### config.mk
export PLATFORM = sky130hd
export DESIGN_NAME = lttc_mul
export DESIGN_NICKNAME = d
export VERILOG_FILES = /design/src/design/lttc_pkg.sv /design/src/design/lttc_mul.sv
export SDC_FILE = /design/constraint.sdc
export NUM_CORES = 1
export LEC_CHECK = 0
export BUFFER_PORTS_ARGS = -buffer_cell sky130_fd_sc_hd__buf_2
export CAP_MARGIN = 20
export CORE_MARGIN = 5
export CORE_UTILIZATION = 40
export CTS_CLUSTER_SIZE = 28
export DETAILED_ROUTE_END_ITERATION = 16
export PLACE_DENSITY = 0.52
export RECOVER_POWER = 25
export SLEW_MARGIN = 0
export SYNTH_ARGS = -nofsm -noshare
export SYNTH_HDL_FRONTEND = slang
export SYNTH_SLANG_ARGS = --single-unit
### constraint.sdc
create_clock -name clk -period 7.55 [get_ports clk]
set_clock_uncertainty 0.2 [all_clocks]
set_input_delay 0.755 -clock clk [delete_from_list [all_inputs] [get_ports clk]]
set_output_delay 0.755 -clock clk [all_outputs]
set_load 0.02 [all_outputs]
### src/design/lttc_pkg.sv
// ----------------------------------------------------------------------------
// lttc_pkg
// Types and constants shared by the lidar time-to-collision checker files.
// ----------------------------------------------------------------------------
package lttc_pkg;

	// Operation codes of an input item.
	localparam logic [1:0] OP_LOAD = 2'd0;
	localparam logic [1:0] OP_VEL  = 2'd1;
	localparam logic [1:0] OP_SCAN = 2'd2;

	// Shared multiplier geometry: a 16-bit magnitude times a 31-bit magnitude.
	localparam int MUL_A_W = 16;
	localparam int MUL_B_W = 31;
	localparam int PROD_W  = MUL_A_W + MUL_B_W;

	// Milliseconds per second, and the Q1.14 scale of the cosine.
	localparam logic [MUL_B_W-1:0] MS_PER_S = MUL_B_W'(1000);
	localparam int                 COS_FRAC = 14;
	localparam int                 LHS_W    = 26;

	localparam logic [15:0] THR_RESET = 16'd500;
	localparam logic [15:0] COUNT_MAX = 16'hFFFF;

	typedef struct packed {
		logic [1:0]         operation;
		logic [9:0]         beam_index;
		logic [15:0]        range_mm;
		logic signed [15:0] entry_cosine;
		logic [15:0]        entry_car_distance;
		logic signed [15:0] speed;
		logic               last_beam;
	} item_t;

	typedef struct packed {
		logic        scan_collided;
		logic [9:0]  hit_beam;
		logic        collision_flag;
		logic [15:0] collisions_total;
	} result_t;

	// Operands handed to the shared multiplier.
	typedef struct packed {
		logic               en;
		logic [MUL_A_W-1:0] a;
		logic [MUL_B_W-1:0] b;
	} mul_req_t;

	typedef enum logic [2:0] {
		ST_IDLE,
		ST_READ,
		ST_MUL_N,
		ST_MUL_T,
		ST_CMP,
		ST_FIN
	} state_t;

endpackage

### src/design/lttc_mul.sv
// ----------------------------------------------------------------------------
// lttc_mul
// Shared unsigned multiplier with a registered product.
// ----------------------------------------------------------------------------
module lttc_mul (
	input  logic                       clk,
	input  lttc_pkg::mul_req_t         req,
	output logic [lttc_pkg::PROD_W-1:0] prod_q
);

	always_ff @(posedge clk) begin
		if (req.en) begin
			prod_q <= lttc_pkg::PROD_W'(req.a) * lttc_pkg::PROD_W'(req.b);
		end
	end

endmodule

## Word level (Yosys, flattened, before mapping)

Cells that the tools add are included.

- Multiply operators: 1

Operators with widths:

| kind | number |
|---|---|
| 16-bit by 31-bit multiplier with 47-bit output | 1 |

- Register bits after elaboration: 47

## Longest topological paths before layout

- Word-level depth: 1
- Depth in mapped cells: 24
- Gate-level depth less buffers: 22

## Least setup slack after synthesis

Ideal clock, no wire load.

- Path type: input port to flip-flop
- Start point: input req[38] in the netlist's numbering
- End point: register prod_q[36] in the netlist's numbering (data pin)
- Data required time: 7.092 ns
- Stages: 24
- Slack: 0.983 ns
- Data arrival time: 6.109 ns
- Library setup time: 0.258 ns
- Cell sequence: clkbuf_1 > nand2_1 > fa_1 > inv_1 > fa_1 > inv_1 > fa_1 > inv_1 > fa_1 > fa_1 > inv_1 > fa_1 > inv_1 > ha_1 > buf_4 > a21oi_1 > o221ai_1 > a31oi_1 > o211ai_1 > a211oi_1 > nor2_1 > or2_1 > a21oi_1 > xnor2_1

- Longest elaborated chain between the ends: 1

RTL lines:

| what | RTL line | source |
|---|---|---|
| from (decl) | lttc_mul.sv:7 | `input lttc_pkg::mul_req_t req,` |
| 16-bit by 31-bit multiplier with 47-bit output | lttc_mul.sv:13 | `prod_q <= lttc_pkg::PROD_W'(req.a) * lttc_pkg::PROD_W'(req.b);` |
| to (signal assigned) | lttc_mul.sv:13 |  |
| to (decl) | lttc_mul.sv:8 | `output logic [lttc_pkg::PROD_W-1:0] prod_q` |

Every way passes these cells.
A chain may end at the register's enable or synchronous reset.

## Final worst setup path

- Start point: input req[33] in the netlist's numbering
- End point: register prod_q[46] in the netlist's numbering (data pin)

The elaborated chain is that of the path after synthesis.

==> summary.md <==
| Metric | Value |
|---|---|
| Fill count | `4326` |
| Grt met2 use | `37.8%` |
| CP Depth | `21` |
| Busiest grt layer | `met2` |
| Setup_tns | `0 ns` |
| Number of synthesized flops with an enable pin | `47` |
| DIE WIDTH | `217 µm` |
| CP bufs+invs | `4` |
| Vias in the first global route | `14100` |
| Largest Register | `prod_q` |
| Number of synthesized register bits | `47` |
| Max clock buf depth | `2` |
| # IOs | `96` |
| Setup crit start kind | `primary input` |
| Yosys top cell area share | `47.1%` |
| Top-count cell post-synth | `inv_1` |
| Crit path max fanout | `26` |
| Tightest Hold Check Type | `primary input to register` |
| N_diodes | `0` |
| Max reg flops | `47` |
| CTS tree | `yes` |
| Area growth syn-to-layout | `7.63%` |
| Initial Utilization | `40.1%` |
| M1 GR Usage | `25.4%` |
| CP cell instances | `buf_2 > nand2_1 > fa_1 > fa_1 > fa_1 > inv_1 > fa_1 > fa_1 > inv_1 > fa_1 > inv_1 > ha_1 > nand4_1 > nor3_1 > a311oi_1 > a211oi_1 > o22ai_1 > nor3_1 > a211oi_2 > mux2i_1 > a211oi_1` |
| RD Place Congestion | `0.861` |
| Sink Count | `47` |
| Pin count of the biggest net entering global routing | `48` |
| Worst-margin pin slew | `2.57 ns` |
| Main flop type after synthesis | `edfxtp_1` |
| Final Cycle Share | `95.3%` |
| Layout cells sized above 1 | `8.24%` |
| Initial antenna violation count | `1` |
| Status | `complete, but fails checks` |
| Pre-antenna DRT Iters | `5` |
| Area of the mapped netlist | `17200 µm²` |
| Fmax | `139 MHz` |
| Fin nets | `2489` |
| Final setup fails | `0` |
| Drt wl/cell | `18.8 µm` |
| Core ar. | `42800 µm²` |
| GRT Util Overall | `20.2%` |
| Worst-path clk slew | `0.07 ns` |
| Critical path arrival | `7.03 ns` |
| Cells after DPL | `2456` |
| Max Slew Vio Count | `80` |
| Critical path's top delay family | `adder cells` |
| Worst path slowest cell | `fa_1` |
| Critical Path Most Common Cell | `fa_1` |
| Crit path kind | `primary input to register` |
| Critical Path Sink Type | `register` |
| DRT iter0 DRCs | `603` |
| Biggest regs | `prod_q: 47 flops` |
| Dpl hpwl | `37800 µm` |
| Failing checks | `max-capacitance violations, max-slew violations` |
| Slowest stage delay, CP | `0.55 ns` |
| Final wirelength | `46300 µm` |
| Post-CTS Hold Fix Bufs | `0` |
| Min Tclk post-route | `7.20 ns` |
| TritonCTS Buffers | `5` |
| Overflow after GRT | `0` |
| Via total after detailed routing | `12600` |
| FFs w/ async S/R, synth | `0%` |
| Area contributors post-synth | `fa_1 47%, inv_1 9.0%, ha_1 8.7%` |
| Crit. Startpoint | `req[33]` |
| First-pass GRT wire length | `75500 µm` |
| Hold Violations, Final | `0` |
| Max_cap viols | `2` |
| Syn avg cell area | `9.21 µm²` |
| Post-route ant nets | `0` |
| Crit path to | `prod_q[46]` |
| Post-route DRC | `0` |
| Hold Path Stages | `2` |
| Part of the Yosys area used for sequential elements | `8.22%` |
| Mapped Nets | `2436` |
| RSZ-0062 raised after global routing | `false` |
| YS warnings | `0` |
| Unique masters post-synth | `54` |
| Final cell count without fillers | `2464` |
| Vias per cell | `5.09` |
| Synth Instances | `1864` |
| Die area | `47200 µm²` |
| Area leader, netlist | `fa_1` |
| Number of setup buffers added after CTS | `0` |
| Row cnt | `76` |
| Root buffer cell | `clkbuf_16` |
| Slew headroom | `-71.6%` |
| Die Ht | `217 µm` |
| CP required | `7.39 ns` |
| Post-synth top cells | `414 x inv_1, 404 x fa_1, 313 x nand2_1` |
| H-tree level count | `2` |
| Met3 Resource Use GR | `2.18%` |
| I/O Buffers | `95` |
[placed cells by master, fill, tap and decap left out, types with 3 or more instances in the layout]
| cell type | instances |
|---|---|
| a21oi_1 | 46 |
| buf_2 | 94 |
| inv_1 | 414 |
| o211ai_1 | 5 |
| nand2_1 | 313 |
| clkbuf_16 | 5 |
| xnor2_1 | 25 |
| nor3_1 | 6 |
| ha_1 | 119 |
| buf_4 | 40 |
| o21bai_1 | 5 |
| a31oi_1 | 6 |
| o21ai_0 | 17 |
| a21o_1 | 17 |
| a211oi_1 | 6 |
| edfxtp_1 | 47 |
| and2_1 | 220 |
| nand2b_1 | 3 |
| nand4_1 | 12 |
| xor2_1 | 19 |
| o21ai_1 | 12 |
| fa_1 | 404 |
| o21a_1 | 5 |
| nor2_1 | 19 |
| nor2b_1 | 4 |
| nand3_1 | 11 |
| buf_12 | 5 |
[worst min-delay path by stage]
| stage | slack [ns] | from | endpoint |
|---|---|---|---|
| finish | 0.81 | req[0] | prod_q[0] |
| global route | 0.85 | req[0] | prod_q[0] |
| CTS | 0.81 | req[0] | prod_q[0] |
| detailed placement | 1.00 | prod_q[0] | prod_q[0] |
| global placement | 1.00 | prod_q[1] | prod_q[1] |
| floorplan | 0.67 | req[47] | prod_q[0] |
[logic make-up after synthesis]
family,after synthesis,synth area share (%)
adders and majority gates,523,55.8
AOI/OAI and AO/OA,141,5.41
xor gates and xnor gates,44,2.24
DFF,47,8.22
and+or+nand+nor,599,16.9
buffers and inverters,509,11.4
muxes,1,0.0583
[metal layers]
metal	routed length (µm)	share of wire, %
met1	18900	41
met2	25000	54
met3	1620	3.5
met4	777	1.7
met5	13	0.028
[final cells by class]
class | instances | area, µm² | share of cell area [%]
Inverter | 414 | 1550 | 8.41
Clock inverter | 3 | 18.8 | 0.102
Timing Repair Buffer | 141 | 878 | 4.75
Tap cell | 546 | 683 | 3.70
Clock buffer | 5 | 125 | 0.677
Multi-Input combinational cell | 1308 | 13800 | 74.7
Sequential cell | 47 | 1410 | 7.64
[per-stage QoR]
| step | hold WS (ns) | utilization [%] | area [µm²] | setup WS, ns |
|---|---|---|---|---|
| finish | 0.809 | 43.2 | 18500 | 0.354 |
| global route | 0.846 | 43.2 | 18500 | 0.00623 |
| CTS | 0.807 | 43.2 | 18500 | 0.412 |
| detailed placement | 1.00 | 42.9 | 18300 | 0.115 |
| global placement | 1.00 | 42.9 | 18300 | 0.149 |
| floorplan | 0.667 | - | 17200 | 0.983 |
[what timing repair did]
item	CTS	global route
endpoints found under the setup margin	0	1
hold endpoints to repair	0	0
gates resized for setup	0	1
Power is not shown: default switching activity piles up to over one toggle a cycle in this logic, so the estimate is an artifact.
